$ cat src/hdl/lfm_pkg.sv
// Package for the line fault monitor: word layouts, register indexes and
// event codes shared by the sequencer top level and the shared divider.
// No dependencies.
package lfm_pkg;

  // Reading and mean width (converter resolution)
  localparam int unsigned SAMPLE_W = 10;
  localparam int unsigned MEAN_W   = 10;
  localparam int unsigned LEVEL_W  = 10;
  localparam int unsigned IVAL_W   = 16;
  localparam int unsigned TIME_W   = 32;

  // Defaults for the top-level parameters
  localparam int unsigned BROKEN_WINDOW_DEF     = 16;
  localparam int unsigned MAX_SHORT_SAMPLES_DEF = 4095;

  // Configuration port
  localparam int unsigned CFG_IDX_W  = 2;
  localparam int unsigned CFG_DATA_W = 16;
  localparam logic [CFG_IDX_W-1:0] CFG_BROKEN_LEVEL    = 2'd0;
  localparam logic [CFG_IDX_W-1:0] CFG_SHORT_LEVEL     = 2'd1;
  localparam logic [CFG_IDX_W-1:0] CFG_CLEAR_LOW_LEVEL = 2'd2;
  localparam logic [CFG_IDX_W-1:0] CFG_INTERVAL_MS     = 2'd3;

  localparam logic [LEVEL_W-1:0] BROKEN_LEVEL_RST    = 10'd512;
  localparam logic [LEVEL_W-1:0] SHORT_LEVEL_RST     = 10'd600;
  localparam logic [LEVEL_W-1:0] CLEAR_LOW_LEVEL_RST = 10'd100;
  localparam logic [IVAL_W-1:0]  INTERVAL_MS_RST     = 16'd1000;

  // Event and command codes
  localparam logic [1:0] EV1_NONE     = 2'd0;
  localparam logic [1:0] EV1_BROKEN   = 2'd1;
  localparam logic [1:0] EV1_RESTORED = 2'd2;

  localparam logic [2:0] LED_NONE   = 3'd0;
  localparam logic [2:0] LED_ORANGE = 3'd1;
  localparam logic [2:0] LED_GREEN  = 3'd2;
  localparam logic [2:0] LED_RED    = 3'd3;

  localparam logic [1:0] PWR_NONE = 2'd0;
  localparam logic [1:0] PWR_ON   = 2'd1;
  localparam logic [1:0] PWR_OFF  = 2'd2;

  localparam logic [1:0] SHT_NONE     = 2'd0;
  localparam logic [1:0] SHT_DETECTED = 2'd1;
  localparam logic [1:0] SHT_CLEARED  = 2'd2;

  localparam logic [1:0] REC_NONE  = 2'd0;
  localparam logic [1:0] REC_START = 2'd1;
  localparam logic [1:0] REC_STOP  = 2'd2;

  // Input word, first field in the lowest bits, padded to 7 bytes
  typedef struct packed {
    logic [1:0]          pad;
    logic                automatic_mode;
    logic [TIME_W-1:0]   now_ms;
    logic                l2_level;
    logic [SAMPLE_W-1:0] l3_sample;
    logic [SAMPLE_W-1:0] l1_sample;
  } lfm_in_t;

  // Result word, first field in the lowest bits, exactly 3 bytes
  typedef struct packed {
    logic              l3_mean_valid;
    logic [MEAN_W-1:0] l3_mean;
    logic              reactivation_pending;
    logic [1:0]        recloser_cmd;
    logic [1:0]        shortcut_event;
    logic [1:0]        power_event;
    logic [2:0]        led_cmd;
    logic              push_breaker;
    logic [1:0]        l1_event;
  } lfm_result_t;

  localparam int unsigned IN_W  = $bits(lfm_in_t);
  localparam int unsigned OUT_W = $bits(lfm_result_t);

endpackage

$ cat src/hdl/lfm_div.sv
// Shared restoring divider of the line fault monitor: one quotient bit per
// cycle, quotient known to stay below 2**MEAN_W. Depends on lfm_pkg.
module lfm_div import lfm_pkg::*; #(
  parameter int unsigned SUM_W = 22,
  parameter int unsigned DEN_W = 12
) (
  input  logic              clk_i,
  input  logic              rst_ni,
  input  logic              start_i,
  input  logic [SUM_W-1:0]  dividend_i,
  input  logic [DEN_W-1:0]  divisor_i,
  output logic              busy_o,
  output logic              done_o,
  output logic [MEAN_W-1:0] quot_o
);

  localparam int unsigned CMP_W  = (SUM_W > DEN_W + MEAN_W) ? SUM_W : DEN_W + MEAN_W;
  localparam int unsigned STEP_W = $clog2(MEAN_W + 1);

  logic [CMP_W-1:0]  rem_q, rem_d, den_q, den_d;
  logic [MEAN_W-1:0] quot_q, quot_d;
  logic              zero_q, zero_d;
  logic [STEP_W-1:0] step_q, step_d;
  logic              busy_q, busy_d, done_q, done_d;
  logic              fits;

  assign fits = (rem_q >= den_q);

  always_comb begin
    rem_d  = rem_q;
    den_d  = den_q;
    quot_d = quot_q;
    zero_d = zero_q;
    step_d = step_q;
    busy_d = busy_q;
    done_d = 1'b0;
    if (start_i) begin
      rem_d  = CMP_W'(dividend_i);
      den_d  = CMP_W'(divisor_i) << (MEAN_W - 1);
      quot_d = '0;
      zero_d = (divisor_i == '0);
      step_d = STEP_W'(MEAN_W);
      busy_d = 1'b1;
    end else if (busy_q) begin
      // trial subtract of the aligned divisor, then move it down one place
      if (fits) begin
        rem_d = rem_q - den_q;
      end
      quot_d = {quot_q[MEAN_W-2:0], fits};
      den_d  = den_q >> 1;
      step_d = step_q - 1'b1;
      if (step_q == STEP_W'(1)) begin
        busy_d = 1'b0;
        done_d = 1'b1;
      end
    end
  end

  always_ff @(posedge clk_i or negedge rst_ni) begin
    if (!rst_ni) begin
      step_q <= '0;
      busy_q <= 1'b0;
      done_q <= 1'b0;
    end else begin
      step_q <= step_d;
      busy_q <= busy_d;
      done_q <= done_d;
    end
  end

  always_ff @(posedge clk_i) begin
    rem_q  <= rem_d;
    den_q  <= den_d;
    quot_q <= quot_d;
    zero_q <= zero_d;
  end

  assign busy_o = busy_q;
  assign done_o = done_q;
  assign quot_o = zero_q ? '0 : quot_q;

endmodule

$ cat src/hdl/line_fault_monitor.sv
// Line fault monitor top level: handshake, state sequencer, check state and
// configuration registers. Depends on lfm_pkg and lfm_div.
//
// Channel     Direction  Handshake                       Payload
// s_axis      in         s_axis_tvalid_i/s_axis_tready_o one reading word, 56 bits
// m_axis      out        m_axis_tvalid_o/m_axis_tready_i one result word, 24 bits
// cfg         in         cfg_we_i (no back-pressure)     register index, 16-bit data
//
// A word passes the broken-cable, power, short and output steps, plus a wait
// for each division it needs: one when a line-1 window closes and one when
// a short-check interval ends. The next word is accepted only once the
// sequencer is back in its idle step. The shared divider works one quotient
// bit per cycle.
// Reset is asynchronous and active low; it loads the register defaults and
// clears all check state. The output register holds a finished result while
// the next word is accepted and worked on; the sequencer waits in its final
// step only if that register is still occupied.
module line_fault_monitor import lfm_pkg::*; #(
  parameter int unsigned BROKEN_WINDOW     = BROKEN_WINDOW_DEF,
  parameter int unsigned MAX_SHORT_SAMPLES = MAX_SHORT_SAMPLES_DEF
) (
  input  logic                  clk_i,
  input  logic                  rst_ni,
  input  logic                  s_axis_tvalid_i,
  output logic                  s_axis_tready_o,
  // l1_sample[9:0], l3_sample[19:10], l2_level[20], now_ms[52:21],
  // automatic_mode[53], zero fill[55:54]
  input  logic [IN_W-1:0]       s_axis_tdata_i,
  output logic                  m_axis_tvalid_o,
  input  logic                  m_axis_tready_i,
  // l1_event[1:0], push_breaker[2], led_cmd[5:3], power_event[7:6],
  // shortcut_event[9:8], recloser_cmd[11:10], reactivation_pending[12],
  // l3_mean[22:13], l3_mean_valid[23]
  output logic [OUT_W-1:0]      m_axis_tdata_o,
  input  logic                  cfg_we_i,
  input  logic [CFG_IDX_W-1:0]  cfg_idx_i,
  input  logic [CFG_DATA_W-1:0] cfg_data_i
);

  // Storage widths follow from the window and the sample cap
  localparam int unsigned L1C_W = $clog2(BROKEN_WINDOW + 1);
  localparam int unsigned L1S_W = L1C_W + SAMPLE_W;
  localparam int unsigned L3C_W = $clog2(MAX_SHORT_SAMPLES + 1);
  localparam int unsigned L3S_W = L3C_W + SAMPLE_W;
  localparam int unsigned SUM_W = (L1S_W > L3S_W) ? L1S_W : L3S_W;
  localparam int unsigned DEN_W = (L1C_W > L3C_W) ? L1C_W : L3C_W;

  // Sequencer steps
  localparam logic [2:0] ST_IDLE  = 3'd0;
  localparam logic [2:0] ST_BRK   = 3'd1;
  localparam logic [2:0] ST_BRK_W = 3'd2;
  localparam logic [2:0] ST_PWR   = 3'd3;
  localparam logic [2:0] ST_SHT   = 3'd4;
  localparam logic [2:0] ST_SHT_W = 3'd5;
  localparam logic [2:0] ST_OUT   = 3'd6;

  logic [2:0]         state_q, state_d;

  logic [LEVEL_W-1:0] broken_level_q, broken_level_d;
  logic [LEVEL_W-1:0] short_level_q, short_level_d;
  logic [LEVEL_W-1:0] clear_low_q, clear_low_d;
  logic [IVAL_W-1:0]  interval_q, interval_d;

  logic [L1S_W-1:0]   l1_sum_q, l1_sum_d, l1_sum_nx;
  logic [L1C_W-1:0]   l1_count_q, l1_count_d, l1_count_nx;
  logic               cable_broken_q, cable_broken_d;
  logic               power_on_q, power_on_d;
  logic [TIME_W-1:0]  last_pwr_q, last_pwr_d;
  logic [L3S_W-1:0]   l3_sum_q, l3_sum_d, l3_sum_nx;
  logic [L3C_W-1:0]   l3_count_q, l3_count_d, l3_count_nx;
  logic               short_seen_q, short_seen_d;
  logic [TIME_W-1:0]  last_sht_q, last_sht_d;
  logic               react_q, react_d;

  lfm_in_t            in_q, in_d;
  lfm_result_t        res_q, res_d;
  lfm_result_t        out_q, out_d;
  logic               m_valid_q, m_valid_d;

  logic [TIME_W-1:0]  last_sel, elapsed;
  logic               over;

  logic               div_start, div_busy, div_done;
  logic [SUM_W-1:0]   div_dividend;
  logic [DEN_W-1:0]   div_divisor;
  logic [MEAN_W-1:0]  div_quot;

  lfm_div #(
    .SUM_W (SUM_W),
    .DEN_W (DEN_W)
  ) u_div (
    .clk_i      (clk_i),
    .rst_ni     (rst_ni),
    .start_i    (div_start),
    .dividend_i (div_dividend),
    .divisor_i  (div_divisor),
    .busy_o     (div_busy),
    .done_o     (div_done),
    .quot_o     (div_quot)
  );

  // One elapsed-time compare, shared by the power and the short step.
  // The subtract wraps modulo 2**32 on purpose.
  assign last_sel = (state_q == ST_PWR) ? last_pwr_q : last_sht_q;
  assign elapsed  = in_q.now_ms - last_sel;
  assign over     = (elapsed > TIME_W'(interval_q));

  // Running sums for this word
  assign l1_sum_nx   = l1_sum_q + L1S_W'(in_q.l1_sample);
  assign l1_count_nx = l1_count_q + 1'b1;
  always_comb begin
    if (l3_count_q < L3C_W'(MAX_SHORT_SAMPLES)) begin
      l3_sum_nx   = l3_sum_q + L3S_W'(in_q.l3_sample);
      l3_count_nx = l3_count_q + 1'b1;
    end else begin
      // cap reached: drop further samples of this interval
      l3_sum_nx   = l3_sum_q;
      l3_count_nx = l3_count_q;
    end
  end

  always_comb begin
    state_d        = state_q;
    broken_level_d = broken_level_q;
    short_level_d  = short_level_q;
    clear_low_d    = clear_low_q;
    interval_d     = interval_q;
    l1_sum_d       = l1_sum_q;
    l1_count_d     = l1_count_q;
    cable_broken_d = cable_broken_q;
    power_on_d     = power_on_q;
    last_pwr_d     = last_pwr_q;
    l3_sum_d       = l3_sum_q;
    l3_count_d     = l3_count_q;
    short_seen_d   = short_seen_q;
    last_sht_d     = last_sht_q;
    react_d        = react_q;
    in_d           = in_q;
    res_d          = res_q;
    out_d          = out_q;
    m_valid_d      = m_valid_q;
    div_start      = 1'b0;
    div_dividend   = '0;
    div_divisor    = '0;

    // Configuration writes, width-truncated; the host must write only while idle (not enforced here)
    if (cfg_we_i) begin
      case (cfg_idx_i)
        CFG_BROKEN_LEVEL:    broken_level_d = cfg_data_i[LEVEL_W-1:0];
        CFG_SHORT_LEVEL:     short_level_d  = cfg_data_i[LEVEL_W-1:0];
        CFG_CLEAR_LOW_LEVEL: clear_low_d    = cfg_data_i[LEVEL_W-1:0];
        CFG_INTERVAL_MS:     interval_d     = cfg_data_i[IVAL_W-1:0];
        default: ;
      endcase
    end

    // Free the output register once the word is taken
    if (m_valid_q && m_axis_tready_i) begin
      m_valid_d = 1'b0;
    end

    case (state_q)
      ST_IDLE: begin
        if (s_axis_tvalid_i) begin
          in_d    = s_axis_tdata_i;
          res_d   = '0;
          state_d = ST_BRK;
        end
      end

      // Broken-cable check: accumulate line 1 while powered and not shorted
      ST_BRK: begin
        state_d = ST_PWR;
        if (power_on_q && !short_seen_q) begin
          if (l1_count_nx == L1C_W'(BROKEN_WINDOW)) begin
            // window closes: hand the sum to the divider, restart the window
            div_start    = 1'b1;
            div_dividend = SUM_W'(l1_sum_nx);
            div_divisor  = DEN_W'(BROKEN_WINDOW);
            l1_sum_d     = '0;
            l1_count_d   = '0;
            state_d      = ST_BRK_W;
          end else begin
            l1_sum_d   = l1_sum_nx;
            l1_count_d = l1_count_nx;
          end
        end
      end

      ST_BRK_W: begin
        if (div_done) begin
          if (div_quot < broken_level_q) begin
            if (!cable_broken_q) begin
              cable_broken_d = 1'b1;
              res_d.l1_event = EV1_BROKEN;
              if (in_q.automatic_mode) begin
                res_d.push_breaker = 1'b1;
              end else begin
                res_d.led_cmd = LED_ORANGE;
              end
            end
          end else if (cable_broken_q) begin
            cable_broken_d = 1'b0;
            res_d.l1_event = EV1_RESTORED;
            if (!in_q.automatic_mode) begin
              res_d.led_cmd = LED_GREEN;
            end
          end
          state_d = ST_PWR;
        end
      end

      // Power check on interval end: follow edges of the line-2 level
      ST_PWR: begin
        if (over) begin
          if (in_q.l2_level && !power_on_q) begin
            power_on_d        = 1'b1;
            res_d.led_cmd     = LED_GREEN;
            res_d.power_event = PWR_ON;
          end else if (!in_q.l2_level && power_on_q) begin
            power_on_d        = 1'b0;
            res_d.led_cmd     = LED_RED;
            res_d.power_event = PWR_OFF;
          end
          last_pwr_d = in_q.now_ms;
        end
        state_d = ST_SHT;
      end

      // Short check: accumulate line 3, divide at interval end
      ST_SHT: begin
        if (over) begin
          div_start    = 1'b1;
          div_dividend = SUM_W'(l3_sum_nx);
          div_divisor  = DEN_W'(l3_count_nx);
          l3_sum_d     = '0;
          l3_count_d   = '0;
          last_sht_d   = in_q.now_ms;
          state_d      = ST_SHT_W;
        end else begin
          l3_sum_d   = l3_sum_nx;
          l3_count_d = l3_count_nx;
          state_d    = ST_OUT;
        end
      end

      ST_SHT_W: begin
        if (div_done) begin
          res_d.l3_mean       = div_quot;
          res_d.l3_mean_valid = 1'b1;
          if (div_quot > short_level_q && !short_seen_q) begin
            if (in_q.automatic_mode) begin
              res_d.recloser_cmd = REC_START;
            end
            short_seen_d         = 1'b1;
            res_d.shortcut_event = SHT_DETECTED;
          end else if (div_quot < short_level_q && div_quot > clear_low_q &&
                       short_seen_q) begin
            res_d.recloser_cmd   = REC_STOP;
            short_seen_d         = 1'b0;
            react_d              = 1'b1;
            res_d.shortcut_event = SHT_CLEARED;
          end
          state_d = ST_OUT;
        end
      end

      // Hand the result to the output register when it is free
      ST_OUT: begin
        if (!m_valid_q || m_axis_tready_i) begin
          out_d                      = res_q;
          out_d.reactivation_pending = react_q;
          m_valid_d                  = 1'b1;
          state_d                    = ST_IDLE;
        end
      end

      default: state_d = ST_IDLE;
    endcase
  end

  always_ff @(posedge clk_i or negedge rst_ni) begin
    if (!rst_ni) begin
      state_q        <= ST_IDLE;
      broken_level_q <= BROKEN_LEVEL_RST;
      short_level_q  <= SHORT_LEVEL_RST;
      clear_low_q    <= CLEAR_LOW_LEVEL_RST;
      interval_q     <= INTERVAL_MS_RST;
      l1_sum_q       <= '0;
      l1_count_q     <= '0;
      cable_broken_q <= 1'b0;
      power_on_q     <= 1'b0;
      last_pwr_q     <= '0;
      l3_sum_q       <= '0;
      l3_count_q     <= '0;
      short_seen_q   <= 1'b0;
      last_sht_q     <= '0;
      react_q        <= 1'b0;
      m_valid_q      <= 1'b0;
    end else begin
      state_q        <= state_d;
      broken_level_q <= broken_level_d;
      short_level_q  <= short_level_d;
      clear_low_q    <= clear_low_d;
      interval_q     <= interval_d;
      l1_sum_q       <= l1_sum_d;
      l1_count_q     <= l1_count_d;
      cable_broken_q <= cable_broken_d;
      power_on_q     <= power_on_d;
      last_pwr_q     <= last_pwr_d;
      l3_sum_q       <= l3_sum_d;
      l3_count_q     <= l3_count_d;
      short_seen_q   <= short_seen_d;
      last_sht_q     <= last_sht_d;
      react_q        <= react_d;
      m_valid_q      <= m_valid_d;
    end
  end

  // Payload registers: no reset
  always_ff @(posedge clk_i) begin
    in_q  <= in_d;
    res_q <= res_d;
    out_q <= out_d;
  end

  assign s_axis_tready_o = (state_q == ST_IDLE);
  assign m_axis_tvalid_o = m_valid_q;
  assign m_axis_tdata_o  = out_q;

`ifndef SYNTHESIS
  // The divider runs only while the sequencer waits for it
  a_div_owned: assert property (@(posedge clk_i) disable iff (!rst_ni)
    div_busy |-> (state_q == ST_BRK_W || state_q == ST_SHT_W))
    else $error("divider busy outside a wait step");

  // The line-1 window closes before its count reaches the window size
  a_l1_window: assert property (@(posedge clk_i) disable iff (!rst_ni)
    l1_count_q < L1C_W'(BROKEN_WINDOW))
    else $error("line-1 window count overrun");

  // The line-3 count never passes its cap
  a_l3_cap: assert property (@(posedge clk_i) disable iff (!rst_ni)
    l3_count_q <= L3C_W'(MAX_SHORT_SAMPLES))
    else $error("line-3 sample count above cap");

  // A result without an interval end carries a zero mean
  a_mean_zero: assert property (@(posedge clk_i) disable iff (!rst_ni)
    (m_valid_q && !out_q.l3_mean_valid) |-> (out_q.l3_mean == '0))
    else $error("mean set without interval end");
`endif

endmodule
$ cat config.mk
export PLATFORM = sky130hd
export DESIGN_NAME = line_fault_monitor
export DESIGN_NICKNAME = d
export VERILOG_FILES = /design/src/hdl/lfm_pkg.sv /design/src/hdl/lfm_div.sv /design/src/hdl/line_fault_monitor.sv
export SDC_FILE = /design/constraint.sdc
export NUM_CORES = 1
export LEC_CHECK = 0
export ABC_AREA = 1
export BUFFER_PORTS_ARGS = -buffer_cell sky130_fd_sc_hd__buf_2
export CORE_MARGIN = 10
export CORE_UTILIZATION = 40
export CTS_BUF_LIST = sky130_fd_sc_hd__clkbuf_16
export CTS_CLUSTER_DIAMETER = 100
export CTS_CLUSTER_SIZE = 10
export DETAILED_ROUTE_END_ITERATION = 12
export GPL_ROUTABILITY_DRIVEN = 0
export GPL_TIMING_DRIVEN = 0
export PLACE_DENSITY = 0.56
export SLEW_MARGIN = 10
export SYNTH_ARGS = -nofsm -noshare
export SYNTH_HDL_FRONTEND = slang
export SYNTH_SLANG_ARGS = --single-unit
$ cat constraint.sdc
create_clock -name clk_i -period 14.1 [get_ports clk_i]
set_input_delay 2.115 -clock clk_i [delete_from_list [all_inputs] [get_ports clk_i]]
set_output_delay 2.115 -clock clk_i [all_outputs]
set_load 0.01 [all_outputs]
==> run metrics, run 1 <==
routed length per instance ~16 µm; xor and xnor area share after synthesis 3.45%; Setup Skew ~0.026 ns; worst rel slew slack about 30%; fin worst setup slack between 7 and 8 ns; Synth async-reset ratio between 50% and 60%; Int Power approximately 2.8 mW; Hold Path End m_axis_tdata_o[17]; Least-Margin Pin Slew 1.05 ns; post-synth top area share between 20% and 30%; Combinational Power Share between 50% and 60%; adder and majority gate portion of the synthesized area 8.38%; Core ar. approximately 0.048 mm²; synthesized instance count about 2300; post-route ant nets 0; Post-Route WL just under 50000 µm; number of DRC markers in iteration 0 about 900; Setup Viol. Count Final 0; Syn Nets 2484; grt ovf 0; I/O Buffers slightly above 100; vias per cell roughly 5; setup TNS 0 ns; hold buffers post-CTS 0; hold_sp res_q[17]; mux contribution to synthesized area under 10%; max incr delay on CP 0.63 ns; outcome complete, no violations; Post-synth top flop dfrtp_1; r2r endpoint u_div.rem_q[6]; most frequent CP cell nand2_1; Max Clk Rate 0.152 GHz; post-CTS setup repair buffer count 0; Net Sw Power 2.17 mW; die height ~240 µm; CTS Buf Count 39; Synth area leader dfrtp_1; top-count cell post-synth nand2_1; placed cells between 2000 and 3000; simple-gate share of the synthesized area 18.3%; Fin Hold WS roughly 0.42 ns; Tcrit/Tclk final a little under half; Final min period roughly 6.6 ns; CTS tree done; clk slew on worst S/H paths 0.06 ns; synthesis-to-finish area growth 13.1%; clock buffer depth 3; Hold Vio Cnt, Final 0; final slew viol count 0; die area ~0.057 mm²; hold depth 0; critical path required time around 14 ns; startpoint types register; Synth warnings 0; worst setup path class register to register; Post-synth top cells nand2_1, inv_1, dfrtp_1, nor2_1, o21ai_0; Post-synth EDFFs between 100 and 150; Worst Path Max Fanout 22; max_cap viols 0; io pins 105; cell family with most CP delay simple AND/OR/NAND/NOR gates; Worst Reg2Reg Path Length in Cells 34; Netlist cell types between 50 and 60; first-pass GRT wire length between 80000 and 90000 µm; Leak roughly 11 nW; Mapped Area 0.0193 mm²; placed cell areas around 0.021 mm²; worst hold path type register to register; design area about 0.022 mm²; sequential cell area fraction in the yosys report between 40% and 50%; reg-to-reg critical path startpoint state_q[1]; DRC errors left 0; vias in the first global route around 16000; largest net degree at the start of global routing 98; PwrDens about 230 mW/mm²; iteration count of the initial detailed-routing pass 7; Sw Share between 40% and 50%; Non-Filler Instances slightly above 3000; Seq pwr share between 30% and 40%; share of layout cells above drive strength 1 approximately 11%; Initial Utilization approximately 40%; cell with the largest stage delay on the worst path clkbuf_1; Avg Cell Area, Syn between 8 and 9 µm²; htree depth 2; pre-CTS setup slack 7.47 ns; Rows 80; layout net count 2631; HPWL after detailed placement roughly 38000 µm; number of antenna diodes 0; Clock Sinks between 300 and 400; Clock power frac 18.5%; die width between 200 and 250 µm; vias around 15000; Synth area leaders dfrtp_1, edfxtp_1, nand2_1, ha_1, inv_1; Worst EP arrival roughly 6.6 ns; CP bufs+invs 6; Worst R2R Setup Slack about 7.5 ns; Worst VDD drop between 0.00009 and 0.0001 V; Synth Register Bits 331; number of gates resized after cts 0; Worst setup EP type register; RSZ-0062 raised after global routing no; largest family of logic cells by synthesized area simple AND/OR/NAND/NOR gates; area fraction in compound gates after synthesis roughly 13%; antenna violations before repair 1; GRT Overall Usage between 10% and 20%; worst skew pair latency 0.56 ns; Root Driver clkbuf_16
==> routing by layer <==
metal	up-vias	share of wire, %	routed length (µm)	global-route usage, %
met5	-	0.014	7	0
met4	2	2.2	1060	5.11
met3	70	5.0	2480	2.87
met2	290	45	22300	28.5
met1	7226	48	23600	23.3
li1	7718	-	-	-
==> cells in the final DEF (no fill, tap or decap), types with 4 or more instances in the layout <==
cell and count:
o21ai_0 149, edfxtp_1 134, mux2i_1 31, nor3_1 26, a21o_1 5, o22ai_2 19, a21oi_1 94, clkbuf_1 30
nand2_2 12, buf_6 12, nor2_2 4, o21a_1 4, nand3_1 77, nand4_1 18, buf_4 10, buf_2 104
o21bai_1 4, a21boi_0 6, inv_2 5, nand2_1 544, dfstp_2 14, clkbuf_16 40, o21ai_2 15, ha_1 123
nor2_1 154, xor2_1 66, a211oi_2 18, dfxtp_1 19, dfrtp_1 164, nor4_1 7, inv_1 417, o22ai_1 27
o21ai_1 38, o211ai_1 8, xnor2_1 10, fa_1 4
==> final cells by class <==
class,count,area (µm²)
Sequential cell,331,8880
Clock buffer,40,1000
Timing Repair Buffer,106,602
Inverter,396,1490
Fill cell,4634,25900
Buffer,57,335
Clock inverter,32,143
Multi-Input combinational cell,1494,8630
Tap cell,615,769
==> metrics by stage <==
step	power [mW]	utilization (%)
global placement	3.95	43.1
floorplan	3.32	-
detailed placement	4.02	43.4
CTS	4.96	45.7
finish	4.93	45.7
global route	5.38	45.7
==> power groups by stage <==
stage | combinational, mW | clock [mW] | sequential (mW)
finish | 2.49 | 0.914 | 1.52
global route | 2.85 | 0.979 | 1.55
CTS | 2.49 | 0.946 | 1.52
detailed placement | 2.48 | 0 | 1.54
global placement | 2.42 | 0 | 1.54
floorplan | 1.82 | 0 | 1.50
==> cell families (layout without fill, tap and decap cells) <==
family,count (synthesis),after routing
flip-flops,331,331
buffers and inverters,453,631
AO/OA/AOI/OAI,399,399
AND/OR/NAND/NOR,860,860
adder cells (fa/ha/maj),127,127
XOR/XNOR,76,76
other,1,1
multiplexers,31,31
==> how the worst max path moves through the flow <==
| stage | startpoint | endpoint | slack (ns) | cells past startpoint |
|---|---|---|---|---|
| 3_5_place_dp | state_q[1] | u_div.rem_q[10] | 7.47 | 34 |
| 5_1_grt | state_q[1] | u_div.rem_q[11] | 7.02 | 34 |
| 4_1_cts | state_q[1] | u_div.rem_q[6] | 7.47 | 34 |
| 2_1_floorplan | state_q[1] | u_div.rem_q[0] | 9.21 | 35 |
| 6_report | state_q[1] | u_div.rem_q[6] | 7.53 | 34 |
| 3_3_place_gp | s_axis_tvalid_i | in_q[46] | 7.44 | 3 |
==> registers in the layout, indices dropped and copies added, names as in the netlist, 3 cells and up <==
signal and cells:
broken_level_q 10, clear_low_q 10, in_q 54, interval_q 16
l1_count_q 5, l1_sum_q 15, l3_count_q 12, l3_sum_q 22
last_pwr_q 32, last_sht_q 32, m_axis_tdata_o 23, res_q 22
short_level_q 10, state_q 3, u_div.den_q 21, u_div.quot_q 10
u_div.rem_q 22, u_div.step_q 4
(Power assumes the default switching activity.)
==> run 2: changes to the inputs <==
Settings changed: ABC_AREA 1 to 0.
Clock period 14.1 ns to 6.45 ns, I/O delays scaled along.
==> run metrics, run 2 <==
most frequent cells in the layout nand2_1, dfrtp_1, edfxtp_1; Synth area leaders dfrtp_1, edfxtp_1, ha_1, mux2i_1, nand2_1; Synth Register Bits 331 (unchanged); CTS Buf Count 39 (unchanged); Avg Cell Area, Syn 10.7 µm² (+26%); placed cell areas 0.0204 mm² (-1.2%); Syn Nets 1990 (-20%); DRC errors left 0 (unchanged); Clock Sinks 331 (unchanged); Netlist cell types 91 (+57%); Synth area leader dfrtp_1; Critical path origin state_q[2]; Worst EP arrival 6.62 ns (about the same); worst setup path class register to register; PwrDens 523 mW/mm² (+130%); Least-Margin Pin Slew 1.22 ns (+0.172 ns); Non-Filler Instances 2587 (-16%); post-synth top area share 21.5% (+0.27 points); Post-synth EDFFs 134 (unchanged); number of antenna diodes 0 (unchanged); synthesis-to-finish area growth 15.0%; pre-CTS setup slack -1.69 ns (-9.15 ns); die height 238 µm (-0.58%); die width 238 µm (-0.58%); Combinational Power Share 53.3% (+2.7 points); clk slew on worst S/H paths 0.06 ns (about the same); first-pass GRT wire length 75200 µm (-7.0%); commonest non-fill, non-tap cell in the layout nand2_1; htree depth 2 (unchanged); worst rel slew slack 16.7% (-13 points); sequential cell area fraction in the yosys report 46.5% (+0.59 points); antenna violations before repair 0 (-1); post-route ant nets 0 (unchanged); Worst VDD drop 0.000209 V (+130%); Rows 79 (-1.3%); grt ovf 0 (unchanged); Synth warnings 0 (unchanged); Int Power 6.81 mW (+150%); Fillers 4330 (-6.6%); fin worst setup slack 0.213 ns (-7.32 ns); die area 0.0568 mm² (-1.2%); Worst setup EP type register; routed length per instance 18.1 µm (+13%); io pins 105 (unchanged); iteration count of the initial detailed-routing pass 5 (-2); placed cells 2497 (-17%); GRT Overall Usage 16.3% (-1.1 points); Initial Utilization 40.7% (+0.25 points); Setup Skew 0.0325 ns (+0.00653 ns); Final min period 6.24 ns (-0.329 ns); startpoint types register; CTS tree done; r2r endpoint u_div.rem_q[1]; Sw Share 40.6% (-3.3 points); Max Clk Rate 0.160 GHz (+5.3%); Synth async-reset ratio 53.8% (unchanged); Worst R2R Setup Slack 0.21 ns (-7.32 ns); Clock power frac 17.3% (-1.2 points); crit path to u_div.rem_q[1]; number of DRC markers in iteration 0 1025 (+14%); max reg flops 54 (unchanged); final slew viol count 0 (unchanged); Setup Viol. Count Final 0 (unchanged); share of layout cells above drive strength 1 17.4% (+6.3 points); Worst Path Max Fanout 10 (-55%); top-count cell post-synth nand2_1; Root Driver clkbuf_16; Top reg by flops in_q; Post-Route WL 46900 µm (-5.2%); clock buffer depth 3 (unchanged); outcome complete, no violations; HPWL after detailed placement 34800 µm (-8.3%); vias per cell 5.37 (+7.7%); Net Sw Power 4.66 mW (+110%); Worst Reg2Reg Path Length in Cells 27 (-21%); worst hold path type input port to asynchronous set/reset pin; reg-to-reg critical path startpoint state_q[2]; Seq pwr share 29.4% (-1.5 points); worst skew pair latency 0.57 ns (about the same); Post-synth top flop dfrtp_1; Core ar. 0.0469 mm² (-1.9%); Leak 9.68 nW (-9.6%); critical path required time 6.84 ns (-7.32 ns); Mapped Area 0.0191 mm² (-1.3%); Largest regs in_q x54, last_pwr_q x32, last_sht_q x32; vias 13900 (-9.3%); max_cap viols 0 (unchanged); layout net count 2155 (-18%); Tcrit/Tclk final 96.7% (+50 points); synthesized instance count 1784 (-22%); Hold Vio Cnt, Final 0 (unchanged); vias in the first global route 13900 (-11%); Post-synth top cells nand2_1, dfrtp_1, edfxtp_1, ha_1, nor2_1; design area 0.0219 mm² (+0.46%); I/O Buffers 101 (unchanged); largest net degree at the start of global routing 102 (+4.1%)
## run 2: changes by cell type after synthesis, moves of 36 or more
cell and change:
o21ai_0 -59, nand3_1 -42, nor2_1 -51, mux2i_1 +37, xor2_1 -36, mux2_2 +45, inv_1 -285, a21o_1 +36
nand2_1 -364, xnor2_1 +43
## run 2: area by class of cell
type                            instances  area [µm²]  area share, %
Clock inverter                         32         143          0.650
Buffer                                 67         409           1.86
Clock buffer                           40        1000           4.56
Multi-Input combinational cell       1280        9580           43.7
Tap cell                              607         759           3.46
Inverter                              104         398           1.81
Sequential cell                       331        8880           40.5
Timing Repair Buffer                  126         772           3.52
## run 2: how the worst min path moves through the flow
stage                     slack, ns                 end       from  depth (start not counted)
after floorplan                0.40   m_axis_tdata_o[0]   res_q[0]                          0
after global placement         0.40   m_axis_tdata_o[6]   res_q[6]                          0
after detailed placement       0.40  m_axis_tdata_o[18]  res_q[18]                          0
after CTS                      0.39         l1_sum_q[0]     rst_ni                          1
after global routing           0.41       l1_count_q[1]     rst_ni                          1
final                          0.38       l1_count_q[1]     rst_ni                          1
## run 2: timing repair
| item | in CTS | in global routing |
|---|---|---|
| cloned | 0 | 0 |
| hold buffers | 0 | 0 |
| setup endpoints to repair | 200 | 191 |
| resized for setup | 23 | 25 |
| pin swaps | 5 | 10 |
| endpoints found under the hold margin | 0 | 0 |
| setup buffers | 10 | 10 |
## run 2: cells by family (layout without fill, tap and decap cells)
group,count (synthesis),count (layout),share of synthesized area (%)
AOI/OAI and AO/OA,386,386,13.5
xor gates and xnor gates,83,83,3.81
adders and majority gates,127,127,8.49
buffers and inverters,173,369,3.96
DFF,331,331,46.5
muxes,171,171,10.2
other,1,1,0.0197
and+or+nand+nor,512,512,13.5
## run 2: worst max-delay path, cell delays in order, from the launching register on
cell	delay, ns
dfrtp_2	0.45
nor2b_4	0.16
nand2_4	0.09
buf_12	0.16
mux2_2	0.22
ha_1	0.16
inv_1	0.06
fa_2	0.39
a21oi_4	0.19
o221ai_4	0.14
a311oi_4	0.39
inv_1	0.12
a21o_1	0.21
a21oi_2	0.14
xnor2_1	0.13
ha_1	0.26
and4_4	0.20
a211o_1	0.33
a211oi_2	0.18
a21oi_2	0.08
or4b_4	0.55
nor4b_4	0.37
nand4_4	0.13
buf_12	0.18
a21oi_4	0.28
clkinv_4	0.16
buf_12	0.16
o221ai_1	0.17
## run 2: per-layer routing
| layer | up-vias | wire length [µm] | GRT usage (%) | share of wire, % |
|---|---|---|---|---|
| met3 | 66 | 2240 | 2.81 | 4.8 |
| met4 | 0 | 1100 | 4.76 | 2.4 |
| met2 | 312 | 21000 | 25.6 | 45 |
| met5 | - | 0 | 0 | 0 |
| met1 | 6735 | 22600 | 22.7 | 48 |
| li1 | 6774 | - | - | - |
## run 2: power groups by stage
stage	clock network [mW]	logic, mW	registers (mW)
2_1_floorplan	0	4.50	3.29
3_3_place_gp	0	5.66	3.39
3_5_place_dp	0	5.78	3.40
4_1_cts	2.05	5.89	3.37
5_1_grt	2.14	6.80	3.44
6_report	1.99	6.11	3.37
## run 2: stage by stage
step	hold WS [ns]	total power, mW	util, %	TNS (ns)
global route	0.413	12.4	46.8	-1.66
detailed placement	0.405	9.18	43.6	-199.51
floorplan	0.400	7.79	-	0
global placement	0.403	9.05	43.4	-206.38
finish	0.378	11.5	46.8	0
CTS	0.390	11.3	46.4	0
